File: config.mk
export PLATFORM = sky130hd
export DESIGN_NAME = windowed_moving_average
export DESIGN_NICKNAME = d
export VERILOG_FILES = /design/src/rtl/wma_pkg.sv /design/src/rtl/wma_div.sv /design/src/rtl/windowed_moving_average.sv
export SDC_FILE = /design/constraint.sdc
export NUM_CORES = 1
export LEC_CHECK = 0
export ABC_AREA = 1
export BUFFER_PORTS_ARGS = -buffer_cell sky130_fd_sc_hd__buf_2
export CAP_MARGIN = 20
export CORE_ASPECT_RATIO = 0.8
export CORE_MARGIN = 3
export CORE_UTILIZATION = 55
export DETAILED_ROUTE_END_ITERATION = 10
export GPL_ROUTABILITY_DRIVEN = 0
export PLACE_DENSITY = 0.83
export SLEW_MARGIN = 30
export SYNTH_ARGS = -nofsm -noshare
export SYNTH_HDL_FRONTEND = slang
export SYNTH_SLANG_ARGS = --single-unit
File: constraint.sdc
create_clock -name clk -period 3.6 [get_ports clk]
set_input_delay 0.18 -clock clk [delete_from_list [all_inputs] [get_ports clk]]
set_output_delay 0.18 -clock clk [all_outputs]
set_load 0.01 [all_outputs]
File: src/rtl/wma_pkg.sv
// Shared constants and types for the windowed moving average.
// No dependencies; compile first.
package wma_pkg;

  localparam int WINDOW_MAX_DEF  = 64;
  localparam int SAMPLE_BITS_DEF = 16;
  localparam int CFG_BITS        = 7;
  localparam int LEN_RESET       = 3;

  typedef enum logic [1:0] {
    ST_IDLE,
    ST_SUM,
    ST_DIV,
    ST_HOLD
  } wma_state_t;

endpackage

File: src/rtl/wma_div.sv
// Sequential signed-by-unsigned divider, one quotient bit per cycle.
// Quotient truncated toward zero. No package dependencies.
module wma_div #(
  parameter int SUM_BITS = 22,
  parameter int LEN_BITS = 7,
  parameter int Q_BITS   = 16
) (
  input  logic                       clk,
  input  logic                       rst,
  input  logic                       start,
  input  logic signed [SUM_BITS-1:0] dividend,
  input  logic        [LEN_BITS-1:0] divisor,
  output logic                       done,
  output logic signed [Q_BITS-1:0]   quot
);

  localparam int CNT_BITS = $clog2(SUM_BITS + 1);

  logic                busy;
  logic [CNT_BITS-1:0] cnt;
  logic                neg;
  logic [SUM_BITS-1:0] mag;
  logic [LEN_BITS-1:0] rem;
  logic [LEN_BITS:0]   shifted;
  logic [LEN_BITS:0]   diff;
  logic                ge;

  assign shifted = {rem, mag[SUM_BITS-1]};
  assign diff    = shifted - {1'b0, divisor};
  assign ge      = shifted >= {1'b0, divisor};

  always_ff @(posedge clk) begin
    if (rst) begin
      busy <= 1'b0;
      done <= 1'b0;
      cnt  <= '0;
    end else begin
      done <= 1'b0;
      if (start) begin
        busy <= 1'b1;
        cnt  <= CNT_BITS'(SUM_BITS);
      end else if (busy) begin
        if (cnt != '0) begin
          cnt <= cnt - CNT_BITS'(1);
        end else begin
          busy <= 1'b0;
          done <= 1'b1;
        end
      end
    end
  end

  // Datapath: load magnitude, shift-subtract, then apply the sign.
  always_ff @(posedge clk) begin
    if (start) begin
      neg <= dividend[SUM_BITS-1];
      mag <= dividend[SUM_BITS-1] ? SUM_BITS'(-dividend) : SUM_BITS'(dividend);
      rem <= '0;
    end else if (busy) begin
      if (cnt != '0) begin
        rem <= ge ? diff[LEN_BITS-1:0] : shifted[LEN_BITS-1:0];
        mag <= {mag[SUM_BITS-2:0], ge};
      end else begin
        quot <= neg ? Q_BITS'(Q_BITS'(0) - mag[Q_BITS-1:0]) : mag[Q_BITS-1:0];
      end
    end
  end

endmodule

File: src/rtl/windowed_moving_average.sv
// Windowed moving average top level: sample ring memory, running sum, divider.
// Depends on wma_pkg and wma_div.
//
//   channel   signals                        direction   payload
//   config    cfg_write_en                   in          window_length
//   input     in_valid / in_stall            in          sample, end_of_stream
//   output    out_valid / out_stall          out         average
//
// A new item is taken only once the last average is in the output register; the
// one-bit-per-cycle divider sets the pace.
// A finished average waits in the output register while the next item is taken.
// Reset (synchronous, rst high), a window_length write and an end_of_stream item
// clear the ring's fill flag, the sum and the position; no clearing pass is needed.
// out_stall holds the output register; in_stall is high while an item is at work.
module windowed_moving_average #(
  parameter int WINDOW_MAX  = wma_pkg::WINDOW_MAX_DEF,
  parameter int SAMPLE_BITS = wma_pkg::SAMPLE_BITS_DEF
) (
  input  logic                          clk,
  input  logic                          rst,
  input  logic                          cfg_write_en,
  input  logic [wma_pkg::CFG_BITS-1:0]  window_length,
  input  logic                          in_valid,
  output logic                          in_stall,
  input  logic signed [SAMPLE_BITS-1:0] sample,
  input  logic                          end_of_stream,
  output logic                          out_valid,
  input  logic                          out_stall,
  output logic signed [SAMPLE_BITS-1:0] average
);

  import wma_pkg::*;

  localparam int ADDR_BITS = (WINDOW_MAX > 1) ? $clog2(WINDOW_MAX) : 1;
  localparam int LEN_BITS  = $clog2(WINDOW_MAX + 1);
  localparam int SUM_BITS  = SAMPLE_BITS + $clog2(WINDOW_MAX);
  localparam int LEN_INIT  = (LEN_RESET > WINDOW_MAX) ? WINDOW_MAX : LEN_RESET;

  wma_state_t state, state_next;

  logic [LEN_BITS-1:0]          len;
  logic [LEN_BITS-1:0]          len_wr;
  logic [ADDR_BITS-1:0]         slot;
  logic                         full;
  logic signed [SUM_BITS-1:0]   sum;
  logic signed [SUM_BITS-1:0]   sum_next;
  logic signed [SAMPLE_BITS-1:0] x_q;
  logic                         eos_q;
  logic signed [SAMPLE_BITS-1:0] old_sample;
  logic                         last_slot;

  logic signed [SAMPLE_BITS-1:0] ring [WINDOW_MAX];
  logic signed [SAMPLE_BITS-1:0] ring_q;
  logic                          ring_we;

  logic                          in_take;
  logic                          out_take;
  logic                          out_free;
  logic                          load_out;
  logic                          div_start;
  logic                          div_done;
  logic signed [SAMPLE_BITS-1:0] div_quot;

  assign in_take  = in_valid && !in_stall;
  assign out_take = out_valid && !out_stall;
  assign out_free = !out_valid || !out_stall;

  // Clamp the written length into 1..WINDOW_MAX.
  always_comb begin
    if (window_length == '0) begin
      len_wr = LEN_BITS'(1);
    end else if (int'(window_length) > WINDOW_MAX) begin
      len_wr = LEN_BITS'(WINDOW_MAX);
    end else begin
      len_wr = LEN_BITS'(window_length);
    end
  end

  // Slots below the position are written since the last clear; the slot at
  // the position holds data only once the ring has wrapped.
  assign old_sample = full ? ring_q : '0;
  assign sum_next   = sum - SUM_BITS'(old_sample) + SUM_BITS'(x_q);
  assign last_slot  = (LEN_BITS'(slot) + LEN_BITS'(1)) == len;

  always_comb begin
    state_next = state;
    case (state)
      ST_IDLE: if (in_take) state_next = ST_SUM;
      ST_SUM:  state_next = ST_DIV;
      ST_DIV: begin
        if (div_done) state_next = out_free ? ST_IDLE : ST_HOLD;
      end
      ST_HOLD: if (out_free) state_next = ST_IDLE;
      default: state_next = ST_IDLE;
    endcase
  end

  always_comb begin
    in_stall  = (state != ST_IDLE);
    ring_we   = (state == ST_SUM);
    div_start = (state == ST_SUM);
    load_out  = ((state == ST_DIV && div_done) || state == ST_HOLD) && out_free;
  end

  always_ff @(posedge clk) begin
    if (rst) begin
      state     <= ST_IDLE;
      len       <= LEN_BITS'(LEN_INIT);
      slot      <= '0;
      full      <= 1'b0;
      sum       <= '0;
      out_valid <= 1'b0;
    end else begin
      state <= state_next;
      if (out_take) out_valid <= 1'b0;
      if (load_out) out_valid <= 1'b1;
      if (cfg_write_en) begin
        len  <= len_wr;
        slot <= '0;
        full <= 1'b0;
        sum  <= '0;
      end else if (state == ST_SUM) begin
        if (eos_q) begin
          slot <= '0;
          full <= 1'b0;
          sum  <= '0;
        end else begin
          sum  <= sum_next;
          slot <= last_slot ? '0 : slot + ADDR_BITS'(1);
          if (last_slot) full <= 1'b1;
        end
      end
    end
  end

  always_ff @(posedge clk) begin
    if (in_take) begin
      x_q   <= sample;
      eos_q <= end_of_stream;
    end
    if (load_out) average <= div_quot;
  end

  // Ring memory: read at accept, write back the new sample in the next cycle.
  always_ff @(posedge clk) begin
    if (ring_we) ring[slot] <= x_q;
    if (in_take) ring_q <= ring[slot];
  end

  wma_div #(
    .SUM_BITS (SUM_BITS),
    .LEN_BITS (LEN_BITS),
    .Q_BITS   (SAMPLE_BITS)
  ) u_div (
    .clk      (clk),
    .rst      (rst),
    .start    (div_start),
    .dividend (sum_next),
    .divisor  (len),
    .done     (div_done),
    .quot     (div_quot)
  );

endmodule

## Word level (Yosys, flattened, before mapping)

Memory sizes are Yosys's and may differ from the RTL's. A register that Yosys moved wholly into a read port is not among the register bits.
Index checks and enable logic that the tools add are counted.
W data, S select, Z words.

| word-level totals | value |
|---|---|
| bits in registers | 125 |
| bits in writable memories | 1024 |
| input port bits | 29 |
| output and inout bits | 18 |
| word-level logic and storage cells | 93 |
| memories kept | 1 |

Memory list:

| name | depth | width | rd ports | clocked after Yosys merged registers in | wr ports | RTL line | text |
|---|---|---|---|---|---|---|---|
| ring | 64 | 16 | 1 | 1 | 1 | windowed_moving_average.sv:52 | `logic signed [SAMPLE_BITS-1:0] ring [WINDOW_MAX];` |

| operators by class | value |
|---|---|
| add/sub/neg operators | 8 |
| order comparisons | 2 |
| equal/unequal tests | 7 |
| multiplexer cells | 30 |
| bitwise logic cells | 3 |
| reduce and logical (&&, ||, !) cells | 25 |

Operators with widths:

| operator | number |
|---|---|
| $mux W22 | 5 |
| $mux W16 | 2 |
| $add A22 B16 Y22 | 1 |
| $neg A22 Y22 | 1 |
| $sub A22 B16 Y22 | 1 |
| $mux W7 | 3 |
| $sub A1 B16 Y16 const A | 1 |
| $mux W5 | 3 |
| $mux W6 | 2 |
| $mux W1 | 10 |
| $reduce_bool A2 Y1 | 5 |
| $ge A8 B7 Y1 | 1 |
| $mux W2 | 4 |
| $pmux W2 S4 | 1 |
| $add A6 B1 Y7 const B | 1 |
| $eq A7 B7 Y1 | 1 |
| $gt A7 B7 Y1 const B | 1 |
| $logic_not A7 Y1 | 1 |
| $sub A7 B7 Y7 | 1 |
| $add A6 B1 Y6 const B | 1 |
| $reduce_and A2 Y1 | 3 |
| $reduce_and A3 Y1 | 2 |
| $reduce_bool A5 Y1 | 1 |
| $sub A5 B1 Y5 const B | 1 |
| other kinds (11) | 22 |

## Depth between registers and ports, before layout

| logic depth | value |
|---|---|
| word-level depth | 6 |
| mapped depth | 24 |
| gate-level depth less buffers | 22 |

## By module

From an unflattened synthesis, not the netlist that was laid out.

| second synthesis, totals | value |
|---|---|
| cell total of the unflattened synthesis | 3860 |
| area, all modules | 47371.7 um^2 |

Modules (own cells, without submodules):

| module | instances | cells an instance | area an instance (um^2) | sequential area each (um^2) |
|---|---|---|---|---|
| windowed_moving_average | 1 | 3467 | 44111.1 | 33001.7 |
| wma_div | 1 | 393 | 3260.6 | 1451.4 |

## Worst setup path before layout

No wires, ideal clock.

| timing | value |
|---|---|
| path type | flip-flop to flip-flop |
| from | reg x_q[15] |
| to | reg u_div.mag[19], data pin |
| library setup time | 0.259 ns |
| data arrival time | 3.568 ns |
| required time | 3.341 ns |
| path slack | -0.227 ns |
| stages on the path, launching flop included | 19 |
| path buffers | 1 |
| clock period less this slack | 3.827 ns |
| cells stage by stage | edfxtp_1 -> inv_1 -> fa_1 -> inv_1 -> ha_1 -> nand2_1 -> nor2_1 -> inv_1 -> nor3_1 -> nand2_1 -> nand3_1 -> nand2_4 -> buf_6 -> nand2_4 -> nand2_2 -> inv_2 -> nand2_1 -> nand2_1 -> nand3_1 |

| on the way | value |
|---|---|
| longest elaborated chain between the ends | 4 |

Ends and longest elaborated chain:

| element | RTL line | text |
|---|---|---|
| start, declared | windowed_moving_average.sv:47 | `logic signed [SAMPLE_BITS-1:0] x_q;` |
| start signal, assigned | windowed_moving_average.sv:138 | `x_q <= sample;` |
| $add A22 B16 Y22 (*) | windowed_moving_average.sv:82 | `assign sum_next = sum - SUM_BITS'(old_sample) + SUM_BITS'(x_q);` |
| $neg A22 Y22 | wma_div.sv:57 | `mag <= dividend[SUM_BITS-1] ? SUM_BITS'(-dividend) : SUM_BITS'(dividend);` |
| $mux W22 (*) | wma_div.sv:57 |  |
| $mux W22 (*) | wma_div.sv:55 | `if (start) begin` |
| end signal, assigned | wma_div.sv:57 |  |
| end signal, assigned | wma_div.sv:62 | `mag <= {mag[SUM_BITS-2:0], ge};` |
| end, declared | wma_div.sv:22 | `logic [SUM_BITS-1:0] mag;` |

Every way passes the cells marked *; elsewhere a longest branch is shown, timed or not.
A chain may end at the register's enable or synchronous reset.

## Worst setup path in the final report

| timing | value |
|---|---|
| from | reg full |
| to | reg u_div.mag[15], data pin |

| on the way | value |
|---|---|
| longest elaborated chain between the ends | 6 |

Ends and longest elaborated chain:

| element | RTL line | text |
|---|---|---|
| start, declared | windowed_moving_average.sv:44 | `logic full;` |
| start signal, assigned | windowed_moving_average.sv:110 | `full <= 1'b0;` |
| start signal, assigned | windowed_moving_average.sv:120 | `full <= 1'b0;` |
| start signal, assigned | windowed_moving_average.sv:125 | `full <= 1'b0;` |
| $mux W16 (*) | windowed_moving_average.sv:81 | `assign old_sample = full ? ring_q : '0;` |
| $sub A22 B16 Y22 (*) | windowed_moving_average.sv:82 |  |
| $add A22 B16 Y22 (*) | windowed_moving_average.sv:82 |  |
| $neg A22 Y22 | wma_div.sv:57 |  |
| $mux W22 (*) | wma_div.sv:57 |  |
| $mux W22 (*) | wma_div.sv:55 |  |

Marks and branches as above.

==> impl_metrics.yaml <==
critical_path:
  worst_ep_required_time_ns: 4.04
  cp_max_fo: 11
  cpMaxStageDelayCell: "fa_1"
  cp_top_family: "simple AND/OR/NAND/NOR gates"
  critPathMaxStageDelay_ns: 0.49
  path_cells: "buf_4 > nand2_1 > inv_1 > fa_1 > inv_1 > ha_1 > nand2_1 > nand2_1 > inv_1 > nand3_1 > nand2_1 > nand2_1 > nand2_1 > nand2_1 > nand2_2 > nand2_8 > nand2_2 > nand2_2 > inv_2 > nand2_1 > nand3_1 > nand2_1"
  path_buf_inv: 5
  cpMostUsedCell: "nand2_1"
  rr_startpoint: "full"
  setup.worst_path.start: "full"
  path_class: "flip-flop to flip-flop"
  critPathCaptureType: "flip-flop"
  critPathLaunchType: "flip-flop"
  crit_arrival_ns: 3.89
synthesis:
  yosysSeqAreaShare_pct: 73.9
  synthArstFlopShare_pct: 0
  syn_area_per_cell_um2: 13.2
  ys_warn_count: 0
  syn_inst: 3517
  synth_edf_count: 1112
  synth_seq_cells: 1165
  synth_ff_type: "edfxtp_1"
  synth_fp_nets: 3602
  synth_area_mm2: 0.0466
  ys_types: 55
final_layout:
  seq_area_mm2: 0.0345
  drive_gt1_share_pct: 11.7
  antenna_cells: 0
  multi_input_area_mm2: 0.0104
  layout.nets: 3837
  utilization_pct: 63.9
  syn_to_final_growth_pct: 13.8
  fillers: 5446
power_and_ir_drop:
  ir_worst_vdd_mv: 0.585
  p_per_area_mw_per_mm2: 558
  leakagePower_nw: 18.8
  p_total_mw: 29.6
die:
  die_width_um: 331
  start_util_pct: 56.1
  num_rows: 94
  chipHeight_um: 266
  coreArea_mm2: 0.0830
  dieArea_mm2: 0.0883
  ioPinCount: 47
outcome:
  status: "finished clean"
grt:
  busiest_layer: "met2"
  use_met3_pct: 7.77
  globalRouteOverflowTotal: 0
  antenna_found_initial: 3
  grt_use_met2_pct: 43.9
  grt_use_met1_pct: 38.5
  grt_pass1_vias: 30400
  grt_first_pass_wirelength_mm: 190
  grt_max_degree: 66
  grt_usage_pct: 28.6
routing:
  first_pass_iters: 9
  ant_nets: 0
  drtIter0Drc: 5034
  vias: 31600
  wirelength_mm: 129
  vias_per_cell: 6.39
  drc_errors: 0
  wl_per_cell_um: 26.1
sta:
  slew-limit-headroom_pct: 28.6
  fin_crit_sh_pct: 95.8
  timing.setup.tns_ns: 0
  worst_pin_slew_ns: 1.06
  period_needed_ns: 3.45
  fmax_ghz: 0.290
  drv_slew: 0
  finalClockSkew_ns: 0.0426
  hold_violations: 0
  setup_viol_count_final: 0
  holdWs_ns: 0.198
  setup_slack_ns: 0.151
clocking:
  h-tree-depth: 3
  path_clk_slew_ns: 0.07
  clockBufferDepth: 3
  clockRootBuffer: "clkbuf_16"
  tritoncts: "done"
  numCtsBuffers: 103
  clkSinkCount: 1165
  clk_latency_ns: 0.69
  postCtsSetupBuffers: 0
placement:
  hpwl_mm: 75.0
  port-buffer-count: 46
  pre_cts_ws_ns: 0.103
flow_run:
  drv_cap: 0
worst_hold_path:
  hold_path_class: "input port to flip-flop"
  worstHoldStart: "sample[6]"
where the power goes:
group,internal (mW),leakage [nW],switching [mW]
logic,0.859,6.68,2.16
clock network,6.11,1.63,4.98
registers,15.3,10.5,0.149
metrics by stage:
stage               cells  area [um2]
global route         4943       53000
detailed placement   4715       49200
finish               4943       53000
CTS                  4941       52900
floorplan            3517       46600
global placement     4715       49200
placed cells by master, fill, tap and decap left out, types with 9 or more instances in the layout:
cell / n
a22o_1: 44
edfxtp_1: 1112
nand4_1: 137
a21oi_1: 84
ha_1: 32
dlygate4sd3_1: 34
buf_2: 46
a22oi_1: 151
bufinv_16: 9
xor2_1: 33
inv_1: 273
nand2_1: 889
buf_4: 172
nand3_1: 66
a221oi_1: 94
buf_12: 17
dfxtp_1: 52
nand2_2: 17
and3_1: 11
clkinv_1: 25
fa_1: 21
clkbuf_16: 103
clkbuf_1: 31
o21ai_0: 62
nor3_1: 15
clkinv_2: 12
nor2_1: 165
logic make-up after synthesis:
| logic type | count (synthesis) | synth area share, % |
|---|---|---|
| xor gates and xnor gates | 41 | 0.771 |
| and+or+nand+nor | 1340 | 12.2 |
| buffers and inverters | 434 | 3.85 |
| adders and majority gates | 56 | 1.86 |
| AOI/OAI and AO/OA | 481 | 7.34 |
| DFF | 1165 | 73.9 |
metal layers:
metal  share of wire (%)  wire length (um)
met5               0.023                30
met4                 5.1              6580
met3                  15             19600
met2                  45             58100
met1                  35             45000
sequential cells by signal (all words and copies together), names as in the netlist, 16 cells and up:
| signal | count |
|---|---|
| average | 16 |
| ring | 1024 |
| ring_q | 16 |
| sum | 22 |
| u_div.mag | 22 |
| u_div.quot | 16 |
| x_q | 16 |
synthesized netlist by cell type (11+ instances only):
master / count / area share (%)
a22o_1: 44 / 0.83
nand2_2: 11 / 0.15
fa_1: 22 / 0.95
dfxtp_1: 53 / 2.3
nor2_1: 171 / 1.4
nand2_1: 895 / 7.2
a221oi_1: 94 / 1.8
clkbuf_1: 41 / 0.33
a21oi_1: 85 / 0.91
nand4_1: 137 / 1.8
inv_1: 279 / 2.2
o21ai_0: 64 / 0.69
and3_1: 11 / 0.15
xor2_1: 33 / 0.62
nand3_1: 67 / 0.72
buf_2: 72 / 0.77
ha_1: 34 / 0.91
a22oi_1: 151 / 2.4
buf_1: 16 / 0.13
edfxtp_1: 1112 / 72
nor3_1: 17 / 0.18
what timing repair did:
action,4_1_cts,5_1_grt
hold buffers,34,0
hold endpoints to repair,33,0
setup endpoints to repair,0,21
gates resized for setup,0,17
final timing paths:
| check | endpoint | slack (ns) | depth (start not counted) |
|---|---|---|---|
| max | u_div.mag[15] | 0.15 | 22 |
| min | x_q[6] | 0.20 | 2 |
| max reg2reg | u_div.mag[15] | 0.15 | 22 |
| min reg2reg | average[3] | 0.42 | 0 |
layout make-up:
type | count | share of cell area (%)
sequential | 1165 | 65.0
tap | 1104 | 2.61
inverter | 293 | 2.11
clock inverter | 52 | 1.16
timing repair buffer | 270 | 4.21
multi-input combinational | 1919 | 19.7
clock buffer | 140 | 5.24
Note: power is estimated with default switching activity, not from simulation.
